File: src/rtl/sef_pkg.sv
// Shared types, constants and helpers for the stereo echo FIR mixer.
// Used by every module of the block; depends on nothing.
`default_nettype none

package sef_pkg;

  localparam int FIR_TAPS     = 8;
  localparam int TAP_W        = $clog2(FIR_TAPS);
  localparam int QUEUE_DEPTH  = 2;

  localparam int CTRL_MUTE_BIT   = 6;
  localparam int CTRL_WR_DIS_BIT = 5;
  localparam logic [7:0] CTRL_RESET = 8'hE0;

  localparam logic [15:0] RING_STEP = 16'd4;

  typedef enum logic [2:0] {
    REG_MAIN_VOLUME,
    REG_ECHO_VOLUME,
    REG_ECHO_FEEDBACK,
    REG_FIR_COEFFICIENTS,
    REG_ECHO_START_PAGE,
    REG_ECHO_DELAY,
    REG_CONTROL_FLAGS
  } reg_idx_t;

  typedef struct packed {
    logic [15:0]        main_volume;
    logic [15:0]        echo_volume;
    logic signed [7:0]  echo_feedback;
    logic [63:0]        fir_coefficients;
    logic [7:0]         echo_start_page;
    logic [3:0]         echo_delay;
    logic [7:0]         control_flags;
  } cfg_t;

  // One queued sample: mixes, ring reads and the ring addresses worked out up front.
  typedef struct packed {
    logic signed [15:0] main_left;
    logic signed [15:0] main_right;
    logic signed [15:0] send_left;
    logic signed [15:0] send_right;
    logic signed [15:0] read_left;
    logic signed [15:0] read_right;
    logic [15:0]        slot;
    logic [15:0]        next_read;
  } qent_t;

  typedef enum logic [2:0] {
    BK_IDLE,
    BK_TAP,
    BK_MUL,
    BK_FIN,
    BK_DONE
  } bk_state_t;

  function automatic logic signed [15:0] clamp16(input logic signed [17:0] v);
    logic signed [15:0] res;
    if (v > 18'sd32767) begin
      res = 16'sh7FFF;
    end else if (v < -18'sd32768) begin
      res = 16'sh8000;
    end else begin
      res = v[15:0];
    end
    return res;
  endfunction

endpackage

`default_nettype wire

File: src/rtl/sef_queue.sv
// Small FIFO between the front and the back of the echo mixer.
// Depends on sef_pkg for the entry type.
`default_nettype none

module sef_queue #(
  parameter int DEPTH = sef_pkg::QUEUE_DEPTH
) (
  input  wire logic          clk,
  input  wire logic          rst_n,
  input  wire logic          push,
  input  wire sef_pkg::qent_t push_data,
  output logic               full,
  input  wire logic          pop,
  output logic               empty,
  output sef_pkg::qent_t     head
);

  localparam int AW = (DEPTH > 1) ? $clog2(DEPTH) : 1;
  localparam int CW = $clog2(DEPTH + 1);
  localparam logic [AW-1:0] LAST = AW'(DEPTH - 1);
  localparam logic [CW-1:0] FULL_CNT = CW'(DEPTH);

  sef_pkg::qent_t mem_r [DEPTH];
  logic [AW-1:0] wr_ptr_r, wr_ptr_nxt;
  logic [AW-1:0] rd_ptr_r, rd_ptr_nxt;
  logic [CW-1:0] cnt_r, cnt_nxt;

  assign full  = (cnt_r == FULL_CNT);
  assign empty = (cnt_r == '0);
  assign head  = mem_r[rd_ptr_r];

  always_comb begin
    wr_ptr_nxt = wr_ptr_r;
    rd_ptr_nxt = rd_ptr_r;
    cnt_nxt    = cnt_r;
    if (push) begin
      wr_ptr_nxt = (wr_ptr_r == LAST) ? '0 : wr_ptr_r + AW'(1);
    end
    if (pop) begin
      rd_ptr_nxt = (rd_ptr_r == LAST) ? '0 : rd_ptr_r + AW'(1);
    end
    if (push && !pop) begin
      cnt_nxt = cnt_r + CW'(1);
    end else if (pop && !push) begin
      cnt_nxt = cnt_r - CW'(1);
    end
  end

  always_ff @(posedge clk) begin
    if (!rst_n) begin
      wr_ptr_r <= '0;
      rd_ptr_r <= '0;
      cnt_r    <= '0;
    end else begin
      wr_ptr_r <= wr_ptr_nxt;
      rd_ptr_r <= rd_ptr_nxt;
      cnt_r    <= cnt_nxt;
    end
  end

  always_ff @(posedge clk) begin
    if (push) begin
      mem_r[wr_ptr_r] <= push_data;
    end
  end

endmodule

`default_nettype wire

File: src/rtl/sef_front.sv
// Front end of the echo mixer: takes input beats, steps the echo ring offset
// and queues each sample with its ring addresses. Depends on sef_pkg.
`default_nettype none

module sef_front (
  input  wire logic               clk,
  input  wire logic               rst_n,
  input  wire sef_pkg::cfg_t      cfg,
  input  wire logic               in_valid,
  output logic                    in_ready,
  input  wire logic signed [15:0] in_main_mix_left,
  input  wire logic signed [15:0] in_main_mix_right,
  input  wire logic signed [15:0] in_echo_send_left,
  input  wire logic signed [15:0] in_echo_send_right,
  input  wire logic signed [15:0] in_ring_read_left,
  input  wire logic signed [15:0] in_ring_read_right,
  input  wire logic               q_full,
  output logic                    q_push,
  output sef_pkg::qent_t          q_data
);

  logic [15:0] offset_r, offset_nxt;
  logic [15:0] length_r, length_nxt;
  logic [7:0]  page_r, page_nxt;

  logic [15:0] len_cur;
  logic [15:0] off_inc;

  assign in_ready = !q_full;
  assign q_push   = in_valid && in_ready;

  always_comb begin
    // The ring length is only reloaded when an item starts at the ring base.
    len_cur    = (offset_r == '0) ? {1'b0, cfg.echo_delay, 11'd0} : length_r;
    off_inc    = offset_r + sef_pkg::RING_STEP;
    offset_nxt = (off_inc >= len_cur) ? '0 : off_inc;
    length_nxt = len_cur;
    page_nxt   = cfg.echo_start_page;

    q_data.main_left  = in_main_mix_left;
    q_data.main_right = in_main_mix_right;
    q_data.send_left  = in_echo_send_left;
    q_data.send_right = in_echo_send_right;
    q_data.read_left  = in_ring_read_left;
    q_data.read_right = in_ring_read_right;
    q_data.slot       = {page_r, 8'h00} + offset_r;
    q_data.next_read  = {page_nxt, 8'h00} + offset_nxt;
  end

  always_ff @(posedge clk) begin
    if (!rst_n) begin
      offset_r <= '0;
      length_r <= '0;
      page_r   <= '0;
    end else if (q_push) begin
      offset_r <= offset_nxt;
      length_r <= length_nxt;
      page_r   <= page_nxt;
    end
  end

endmodule

`default_nettype wire

File: src/rtl/sef_back.sv
// Back end of the echo mixer: eight-tap FIR over the echo history with one
// shared tap multiplier, then feedback and output mixing. Depends on sef_pkg.
`default_nettype none

module sef_back (
  input  wire logic           clk,
  input  wire logic           rst_n,
  input  wire sef_pkg::cfg_t  cfg,
  input  wire logic           q_empty,
  input  wire sef_pkg::qent_t q_head,
  output logic                q_pop,
  output logic                out_valid,
  input  wire logic           out_ready,
  output logic signed [15:0]  out_dac_left,
  output logic signed [15:0]  out_dac_right,
  output logic signed [15:0]  out_ring_write_left,
  output logic signed [15:0]  out_ring_write_right,
  output logic                out_ring_write_enable,
  output logic [15:0]         out_ring_write_address,
  output logic [15:0]         out_next_read_address
);

  localparam int TW = sef_pkg::TAP_W;
  localparam int NT = sef_pkg::FIR_TAPS;
  localparam logic [TW-1:0] LAST_TAP = TW'(NT - 1);

  sef_pkg::bk_state_t state_r, state_nxt;

  logic signed [14:0] hist_l_r [NT];
  logic signed [14:0] hist_rt_r [NT];
  logic [TW-1:0] pos_r, pos_nxt;
  logic [TW-1:0] k_r, k_nxt;
  logic          ch_r, ch_nxt;
  logic [15:0]   acc_r, acc_nxt;
  logic signed [15:0] echo_r, echo_nxt;
  logic signed [23:0] pm_r, pm_nxt;
  logic signed [23:0] pe_r, pe_nxt;
  logic signed [23:0] pf_r, pf_nxt;
  sef_pkg::qent_t item_r, item_nxt;
  logic signed [15:0] res_dac_r [2];
  logic signed [15:0] res_wr_r [2];
  logic signed [15:0] dac_nxt, wr_nxt;

  logic out_valid_r, out_valid_nxt;
  logic signed [15:0] o_dac_l_r, o_dac_rt_r, o_wr_l_r, o_wr_rt_r;
  logic o_we_r;
  logic [15:0] o_addr_r, o_next_r;

  logic          hist_we;
  logic [TW-1:0] tap_idx;
  logic signed [14:0] h_sel;
  logic signed [7:0]  coef;
  logic signed [22:0] prod;
  logic signed [16:0] tap_v;
  logic signed [17:0] esum;
  logic signed [15:0] eclamp;
  logic signed [15:0] mm, snd, fbv;
  logic signed [7:0]  mv, ev;
  logic signed [17:0] dsum, wsum;
  logic signed [15:0] dclamp, wclamp;
  logic out_load;

  // Shared tap datapath: tap k reads history entry pos+k+1, tap 0 being the oldest.
  always_comb begin
    tap_idx = pos_r + k_r + TW'(1);
    h_sel   = ch_r ? hist_rt_r[tap_idx] : hist_l_r[tap_idx];
    coef    = signed'(cfg.fir_coefficients[{k_r, 3'b000} +: 8]);
    prod    = h_sel * coef;
    tap_v   = prod[22:6];
    esum    = 18'(signed'(acc_r)) + 18'(signed'(tap_v[15:0]));
    eclamp  = sef_pkg::clamp16(esum);

    mm  = ch_r ? item_r.main_right : item_r.main_left;
    snd = ch_r ? item_r.send_right : item_r.send_left;
    mv  = signed'(ch_r ? cfg.main_volume[15:8] : cfg.main_volume[7:0]);
    ev  = signed'(ch_r ? cfg.echo_volume[15:8] : cfg.echo_volume[7:0]);

    dsum   = 18'(signed'(pm_r[23:7])) + 18'(signed'(pe_r[23:7]));
    dclamp = sef_pkg::clamp16(dsum);
    fbv    = signed'(pf_r[22:7]);
    wsum   = 18'(snd) + 18'(fbv);
    wclamp = sef_pkg::clamp16(wsum);
  end

  always_comb begin
    state_nxt = state_r;
    case (state_r)
      sef_pkg::BK_IDLE: begin
        if (!q_empty) begin
          state_nxt = sef_pkg::BK_TAP;
        end
      end
      sef_pkg::BK_TAP: begin
        if (k_r == LAST_TAP) begin
          state_nxt = sef_pkg::BK_MUL;
        end
      end
      sef_pkg::BK_MUL: begin
        state_nxt = sef_pkg::BK_FIN;
      end
      sef_pkg::BK_FIN: begin
        state_nxt = ch_r ? sef_pkg::BK_DONE : sef_pkg::BK_TAP;
      end
      sef_pkg::BK_DONE: begin
        if (!out_valid_r || out_ready) begin
          state_nxt = sef_pkg::BK_IDLE;
        end
      end
      default: begin
        state_nxt = sef_pkg::BK_IDLE;
      end
    endcase
  end

  always_comb begin
    q_pop         = 1'b0;
    hist_we       = 1'b0;
    out_load      = 1'b0;
    pos_nxt       = pos_r;
    k_nxt         = k_r;
    ch_nxt        = ch_r;
    acc_nxt       = acc_r;
    echo_nxt      = echo_r;
    pm_nxt        = pm_r;
    pe_nxt        = pe_r;
    pf_nxt        = pf_r;
    item_nxt      = item_r;
    dac_nxt       = dclamp;
    wr_nxt        = {wclamp[15:1], 1'b0};
    out_valid_nxt = out_valid_r && !out_ready;
    case (state_r)
      sef_pkg::BK_IDLE: begin
        if (!q_empty) begin
          q_pop    = 1'b1;
          hist_we  = 1'b1;
          pos_nxt  = pos_r + TW'(1);
          item_nxt = q_head;
          k_nxt    = '0;
          ch_nxt   = 1'b0;
          acc_nxt  = '0;
        end
      end
      sef_pkg::BK_TAP: begin
        if (k_r == LAST_TAP) begin
          // Older taps wrap to 16 bits; the newest tap is added before clamping.
          echo_nxt = {eclamp[15:1], 1'b0};
        end else begin
          acc_nxt = acc_r + tap_v[15:0];
          k_nxt   = k_r + TW'(1);
        end
      end
      sef_pkg::BK_MUL: begin
        pm_nxt = mm * mv;
        pe_nxt = echo_r * ev;
        pf_nxt = echo_r * cfg.echo_feedback;
      end
      sef_pkg::BK_FIN: begin
        if (cfg.control_flags[sef_pkg::CTRL_MUTE_BIT]) begin
          dac_nxt = '0;
        end
        ch_nxt  = 1'b1;
        k_nxt   = '0;
        acc_nxt = '0;
      end
      sef_pkg::BK_DONE: begin
        if (!out_valid_r || out_ready) begin
          out_load      = 1'b1;
          out_valid_nxt = 1'b1;
        end
      end
      default: begin
        q_pop = 1'b0;
      end
    endcase
  end

  always_ff @(posedge clk) begin
    if (!rst_n) begin
      state_r     <= sef_pkg::BK_IDLE;
      pos_r       <= '0;
      k_r         <= '0;
      ch_r        <= 1'b0;
      out_valid_r <= 1'b0;
      for (int i = 0; i < NT; i++) begin
        hist_l_r[i]  <= '0;
        hist_rt_r[i] <= '0;
      end
    end else begin
      state_r     <= state_nxt;
      pos_r       <= pos_nxt;
      k_r         <= k_nxt;
      ch_r        <= ch_nxt;
      out_valid_r <= out_valid_nxt;
      if (hist_we) begin
        hist_l_r[pos_nxt]  <= q_head.read_left[15:1];
        hist_rt_r[pos_nxt] <= q_head.read_right[15:1];
      end
    end
  end

  always_ff @(posedge clk) begin
    acc_r  <= acc_nxt;
    echo_r <= echo_nxt;
    pm_r   <= pm_nxt;
    pe_r   <= pe_nxt;
    pf_r   <= pf_nxt;
    item_r <= item_nxt;
    if (state_r == sef_pkg::BK_FIN) begin
      res_dac_r[ch_r] <= dac_nxt;
      res_wr_r[ch_r]  <= wr_nxt;
    end
    if (out_load) begin
      o_dac_l_r  <= res_dac_r[0];
      o_dac_rt_r <= res_dac_r[1];
      o_wr_l_r   <= res_wr_r[0];
      o_wr_rt_r  <= res_wr_r[1];
      o_we_r     <= !cfg.control_flags[sef_pkg::CTRL_WR_DIS_BIT];
      o_addr_r   <= item_r.slot;
      o_next_r   <= item_r.next_read;
    end
  end

  assign out_valid              = out_valid_r;
  assign out_dac_left           = o_dac_l_r;
  assign out_dac_right          = o_dac_rt_r;
  assign out_ring_write_left    = o_wr_l_r;
  assign out_ring_write_right   = o_wr_rt_r;
  assign out_ring_write_enable  = o_we_r;
  assign out_ring_write_address = o_addr_r;
  assign out_next_read_address  = o_next_r;

endmodule

`default_nettype wire

File: src/rtl/stereo_echo_fir_mixer.sv
// Each input beat is queued; the back end's single tap multiplier then steps
// through eight taps per channel plus the mixing steps. The back end finishes
// each sample before taking the next, and waits while a result is untaken.
// A two-entry queue takes further input beats while the back end is busy.
// Reset (synchronous, rst_n low) clears the FIR history, the ring offset and
// length, all handshakes, and loads the control flags with 0xE0.
`default_nettype none

module stereo_echo_fir_mixer #(
  parameter int QUEUE_DEPTH = sef_pkg::QUEUE_DEPTH
) (
  input  wire logic               clk,
  input  wire logic               rst_n,
  input  wire logic               cfg_valid,
  output logic                    cfg_ready,
  input  wire logic [2:0]         cfg_index,
  input  wire logic [63:0]        cfg_data,
  input  wire logic               in_valid,
  output logic                    in_ready,
  input  wire logic signed [15:0] in_main_mix_left,
  input  wire logic signed [15:0] in_main_mix_right,
  input  wire logic signed [15:0] in_echo_send_left,
  input  wire logic signed [15:0] in_echo_send_right,
  input  wire logic signed [15:0] in_ring_read_left,
  input  wire logic signed [15:0] in_ring_read_right,
  output logic                    out_valid,
  input  wire logic               out_ready,
  output logic signed [15:0]      out_dac_left,
  output logic signed [15:0]      out_dac_right,
  output logic signed [15:0]      out_ring_write_left,
  output logic signed [15:0]      out_ring_write_right,
  output logic                    out_ring_write_enable,
  output logic [15:0]             out_ring_write_address,
  output logic [15:0]             out_next_read_address
);

  sef_pkg::cfg_t  cfg_r;
  sef_pkg::qent_t q_data, q_head;
  logic q_push, q_full, q_pop, q_empty;

  assign cfg_ready = 1'b1;

  always_ff @(posedge clk) begin
    if (!rst_n) begin
      cfg_r.main_volume      <= '0;
      cfg_r.echo_volume      <= '0;
      cfg_r.echo_feedback    <= '0;
      cfg_r.fir_coefficients <= '0;
      cfg_r.echo_start_page  <= '0;
      cfg_r.echo_delay       <= '0;
      cfg_r.control_flags    <= sef_pkg::CTRL_RESET;
    end else if (cfg_valid && cfg_ready) begin
      case (sef_pkg::reg_idx_t'(cfg_index))
        sef_pkg::REG_MAIN_VOLUME:      cfg_r.main_volume      <= cfg_data[15:0];
        sef_pkg::REG_ECHO_VOLUME:      cfg_r.echo_volume      <= cfg_data[15:0];
        sef_pkg::REG_ECHO_FEEDBACK:    cfg_r.echo_feedback    <= cfg_data[7:0];
        sef_pkg::REG_FIR_COEFFICIENTS: cfg_r.fir_coefficients <= cfg_data;
        sef_pkg::REG_ECHO_START_PAGE:  cfg_r.echo_start_page  <= cfg_data[7:0];
        sef_pkg::REG_ECHO_DELAY:       cfg_r.echo_delay       <= cfg_data[3:0];
        sef_pkg::REG_CONTROL_FLAGS:    cfg_r.control_flags    <= cfg_data[7:0];
        default: begin
          cfg_r <= cfg_r;
        end
      endcase
    end
  end

  sef_front u_front (
    .clk                (clk),
    .rst_n              (rst_n),
    .cfg                (cfg_r),
    .in_valid           (in_valid),
    .in_ready           (in_ready),
    .in_main_mix_left   (in_main_mix_left),
    .in_main_mix_right  (in_main_mix_right),
    .in_echo_send_left  (in_echo_send_left),
    .in_echo_send_right (in_echo_send_right),
    .in_ring_read_left  (in_ring_read_left),
    .in_ring_read_right (in_ring_read_right),
    .q_full             (q_full),
    .q_push             (q_push),
    .q_data             (q_data)
  );

  sef_queue #(
    .DEPTH (QUEUE_DEPTH)
  ) u_queue (
    .clk       (clk),
    .rst_n     (rst_n),
    .push      (q_push),
    .push_data (q_data),
    .full      (q_full),
    .pop       (q_pop),
    .empty     (q_empty),
    .head      (q_head)
  );

  sef_back u_back (
    .clk                    (clk),
    .rst_n                  (rst_n),
    .cfg                    (cfg_r),
    .q_empty                (q_empty),
    .q_head                 (q_head),
    .q_pop                  (q_pop),
    .out_valid              (out_valid),
    .out_ready              (out_ready),
    .out_dac_left           (out_dac_left),
    .out_dac_right          (out_dac_right),
    .out_ring_write_left    (out_ring_write_left),
    .out_ring_write_right   (out_ring_write_right),
    .out_ring_write_enable  (out_ring_write_enable),
    .out_ring_write_address (out_ring_write_address),
    .out_next_read_address  (out_next_read_address)
  );

endmodule

`default_nettype wire

File: config.mk
export PLATFORM = sky130hd
export DESIGN_NAME = stereo_echo_fir_mixer
export DESIGN_NICKNAME = d
export VERILOG_FILES = /design/src/rtl/sef_pkg.sv /design/src/rtl/sef_queue.sv /design/src/rtl/sef_front.sv /design/src/rtl/sef_back.sv /design/src/rtl/stereo_echo_fir_mixer.sv
export SDC_FILE = /design/constraint.sdc
export NUM_CORES = 2
export LEC_CHECK = 0
export ABC_AREA = 1
export BUFFER_PORTS_ARGS = -buffer_cell sky130_fd_sc_hd__buf_2
export CORE_ASPECT_RATIO = 1.75
export CORE_MARGIN = 3
export CORE_UTILIZATION = 30
export DETAILED_ROUTE_END_ITERATION = 16
export SLEW_MARGIN = 20
export SYNTH_ARGS = -nofsm -noshare
export SYNTH_HDL_FRONTEND = slang
export SYNTH_SLANG_ARGS = --single-unit
File: constraint.sdc
create_clock -name clk -period 9 [get_ports clk]
set_input_delay 1.8 -clock clk [delete_from_list [all_inputs] [get_ports clk]]
set_output_delay 1.8 -clock clk [all_outputs]
set_load 0.01 [all_outputs]
==> impl_summary.txt <==
----------------------------------------------------
[Outcome]
  Outcome ... complete, no violations

[Floorplan]
  Die extent in y ... 587.4 um
  Die area ... 0.1987 mm^2
  Number of top-level design ports ... 268
  Placeable core region ... 0.1912 mm^2
  Number of placement rows ... 212
  Width of the die ... 338.2 um
  Initial Util ... 30.30%

[Route]
  1st-pass router iterations ... 7
  Number of DRC markers in iteration 0 ... 2392
  Vias per std cell ... 4.702
  Mean routed wirelength per cell ... 17.81 um
  Final ANT Viol Nets ... 0
  Wire length reported by the detailed router ... 151200 um
  Final routed DRC violation total ... 0
  Vias post-DR ... 39.92k

[Timing]
  Number of setup violations in the final report ... 0
  Largest clock skew in the final design ... 0.04063 ns
  Count of final hold-check violations ... 0
  RSZ-0062 raised after global routing ... false
  Highest clock rate ... 0.1182 GHz
  Slew at the pin closest to its max-slew limit ... 1.155 ns
  Accumulated negative setup slack ... 0 ns
  Max-slew violation total from the final report ... 0
  Relative slew margins ... 22.75%
  Final Critical Period ... 8.457 ns
  Final worst-path cycle share ... 93.97%

[Synth]
  Top flip-flop cell by instance count after synthesis ... edfxtp_1
  Fraction of synthesized cell area taken by the top area cell type ... 42.81%
  Number of cells produced by synthesis ... 5600
  Most repeated cell in the gate-level netlist after synthesis ... nand2_1
  Async SR Flop Fraction ... 0%
  Total of warnings raised by yosys ... 0
  Share of synthesized area occupied by flip-flops and latches ... 48.82%
  Most area-consuming cells after synthesis ... edfxtp_1 (43%), fa_1 (13%), dfxtp_1 (6.0%), nand2_1 (5.5%), ha_1 (5.4%)
  Netlist area before placement ... 0.05794 mm^2
  Top post-synthesis cells by count ... nand2_1 (849), edfxtp_1 (826), inv_1 (807), nor2_1 (753), fa_1 (386)
  Average instance area after synthesis ... 10.35 um^2
  Yosys top cell by area ... edfxtp_1
  Register bit total from synthesis ... 1000
  Post-synth cell types ... 64
  Number of enable flip-flop cells after synthesis ... 826

[Setup path]
  Kind of end point of the critical path ... register
  Type of the worst setup path ... reg2reg
  Stage delay of the slowest cell on the critical path ... 0.53 ns
  CP max stage cell ... fa_1
  Launch point of the worst reg-to-reg path ... u_back.pos_r[0]$_SDFF_PN0_
  Cell seen most often among critical-path stages ... nand2_1
  Worst setup slack for register-to-register paths ... 0.54 ns
  Worst setup SP type ... register
  Logic depth of the worst register-to-register path ... 35
  Crit-path max FO ... 58
  Arrival @ worst endpoint ... 8.91 ns
  Worst EP required ... 9.46 ns
  Worst reg2reg path endpoint ... u_back.echo_r[11]$_SDFFCE_PN1P_

[Placed design]
  Routability congestion estimate from global placement ... 0.9016
  DPL Wire Length ... 111600 um
  Number of input and output port buffers inserted ... 262
  Post-placement cell area ... 0.06231 mm^2

[Clocking]
  # resized after CTS ... 0
  TritonCTS clock tree ... yes
  Post-CTS setup buffer count ... 0
  Quantity of hold-fixing buffers added after cts ... 0
  Register clock-pin slew on the reported worst setup and hold paths ... 0.06 ns
  H-tree depth ... 3
  Skew-Pair Late Insertion Delay ... 0.73 ns
  Number of clock sinks seen by CTS ... 1000
  Number of buffers created by CTS ... 96
  Clock tree root buffer cell ... clkbuf_16
  Buffer levels on the longest clock path ... 3

[Finish]
  Area overhead of the layout relative to synthesis ... 13.27%
  Flip-flop and latch area ... 0.02829 mm^2
  Area used by multi-input combinational logic ... 0.02565 mm^2
  Filler cell count ... 19.25k
  Fraction of layout instances using a drive strength above 1 ... 12.19%
  Number of nets in the finished design ... 6632
  Non-Filler Cell Area, Final ... 0.06563 mm^2

[Global routing]
  Total gr overflow ... 0
  Maximum number of pins on one net before global-route repair ... 121
  Number of antenna violations at the first check in global routing ... 14
  First-pass GRT wire length ... 232700 um
  Global Route Usage Sum ... 14.99%
  Vias in the first global route ... 40.99k

[Min path]
  Number of stages on the worst hold path ... 0
  Hold Startpoint ... u_back.res_wr_r[0][13]$_DFFE_PP_
  Hold EP ... out_ring_write_left[14]$_DFFE_PP_
  Path category of the worst min-delay check ... reg2reg

[Run]
  Number of max-cap violations ... 0

----------------------------------------------------
==> area by class of cell <==
type	count	area share [%]
inverter	822	4.705
timing repair buffer	347	3.193
tap	2568	4.896
clock inverter	42	0.7397
sequential	1000	43.11
clock buffer	140	4.245
antenna	8	0.03050
multi-input combinational	3563	39.08
==> cells by family after synthesis <==
logic type               Yosys count  synth area share (%)
buffers and inverters           1038                 7.158
AO/OA/AOI/OAI                    803                 7.716
flip-flops                      1000                 48.82
other                              2               0.01296
AND/OR/NAND/NOR                 1840                 12.80
adder cells (fa/ha/maj)          634                 18.69
XOR/XNOR                         149                 2.278
multiplexers                     134                 2.522
==> flip-flops by register name (all words and copies together), names as in the netlist, 17 cells and up, named ones only <==
register,count
cfg_r,118
u_back.hist_l_r,120
u_back.hist_rt_r,120
u_back.item_r,96
u_back.pe_r,17
u_back.pm_r,17
u_back.res_dac_r,32
u_back.res_wr_r,30
u_queue.mem_r,252
==> worst max-delay path: cells and delay by family, from the launching register on <==
family                     cells  cell delay [ns]
adders and majority gates      8             3.36
and+or+nand+nor               12             1.72
AOI/OAI and AO/OA              7             1.70
buffers and inverters          8             0.96
DFF                            1             0.40
==> layout by cell type (no fill, tap or decap), types with 17 or more instances in the layout <==
| cell type | n |
|---|---|
| o21ai_1 | 17 |
| nand3_1 | 101 |
| nor2_1 | 747 |
| edfxtp_1 | 826 |
| nand4_1 | 21 |
| nor3_1 | 23 |
| nand2_1 | 835 |
| or2_2 | 34 |
| buf_4 | 75 |
| ha_1 | 247 |
| a21oi_1 | 352 |
| mux2_2 | 96 |
| nand2_2 | 29 |
| xor2_1 | 87 |
| buf_2 | 261 |
| mux2i_1 | 38 |
| clkbuf_16 | 99 |
| xnor2_1 | 60 |
| o21ai_0 | 293 |
| clkbuf_1 | 24 |
| fa_1 | 386 |
| inv_1 | 805 |
| dfxtp_1 | 171 |
| a32o_1 | 24 |
==> worst max path at each step <==
stage | start | to | slack (ns) | cells past startpoint
3_5_place_dp | u_back.pos_r[0]$_SDFF_PN0_ | u_back.echo_r[11]$_SDFFCE_PN1P_ | 0.55 | 35
6_report | u_back.pos_r[0]$_SDFF_PN0_ | u_back.echo_r[11]$_SDFFCE_PN1P_ | 0.54 | 35
2_1_floorplan | in_valid | u_queue.mem_r[0][0]$_DFFE_PP_ | 1.08 | 3
5_1_grt | u_back.pos_r[0]$_SDFF_PN0_ | u_back.echo_r[11]$_SDFFCE_PN1P_ | 0.12 | 35
4_1_cts | u_back.pos_r[0]$_SDFF_PN0_ | u_back.echo_r[11]$_SDFFCE_PN1P_ | 0.53 | 35
3_3_place_gp | u_back.pos_r[0]$_SDFF_PN0_ | u_back.echo_r[12]$_SDFFCE_PN1P_ | 0.68 | 35
==> per-layer routing <==
layer	global-route usage, %	wire length [um]	vias up	part of all wire [%]
met1	17.11	57500	19630	38
met3	2.277	9059	276	6.0
met5	0	24	-	0.016
met2	27.88	78920	1206	52
li1	-	-	18800	-
met4	5.889	5696	4	3.8
==> through the flow <==
stage	hold WS [ns]	std cells	setup slack [ns]	utilization (%)
after floorplan	0.4003	5601	1.082	-
after global placement	0.4042	8298	0.6787	32.56
after detailed placement	0.4045	8299	0.5453	32.58
after CTS	0.3984	8481	0.5343	34.29
after global routing	0.4047	8483	0.1169	34.31
final	0.3919	8490	0.5425	34.32
Power is not shown: default switching activity piles up to over one toggle a cycle in this logic, so the estimate is an artifact.
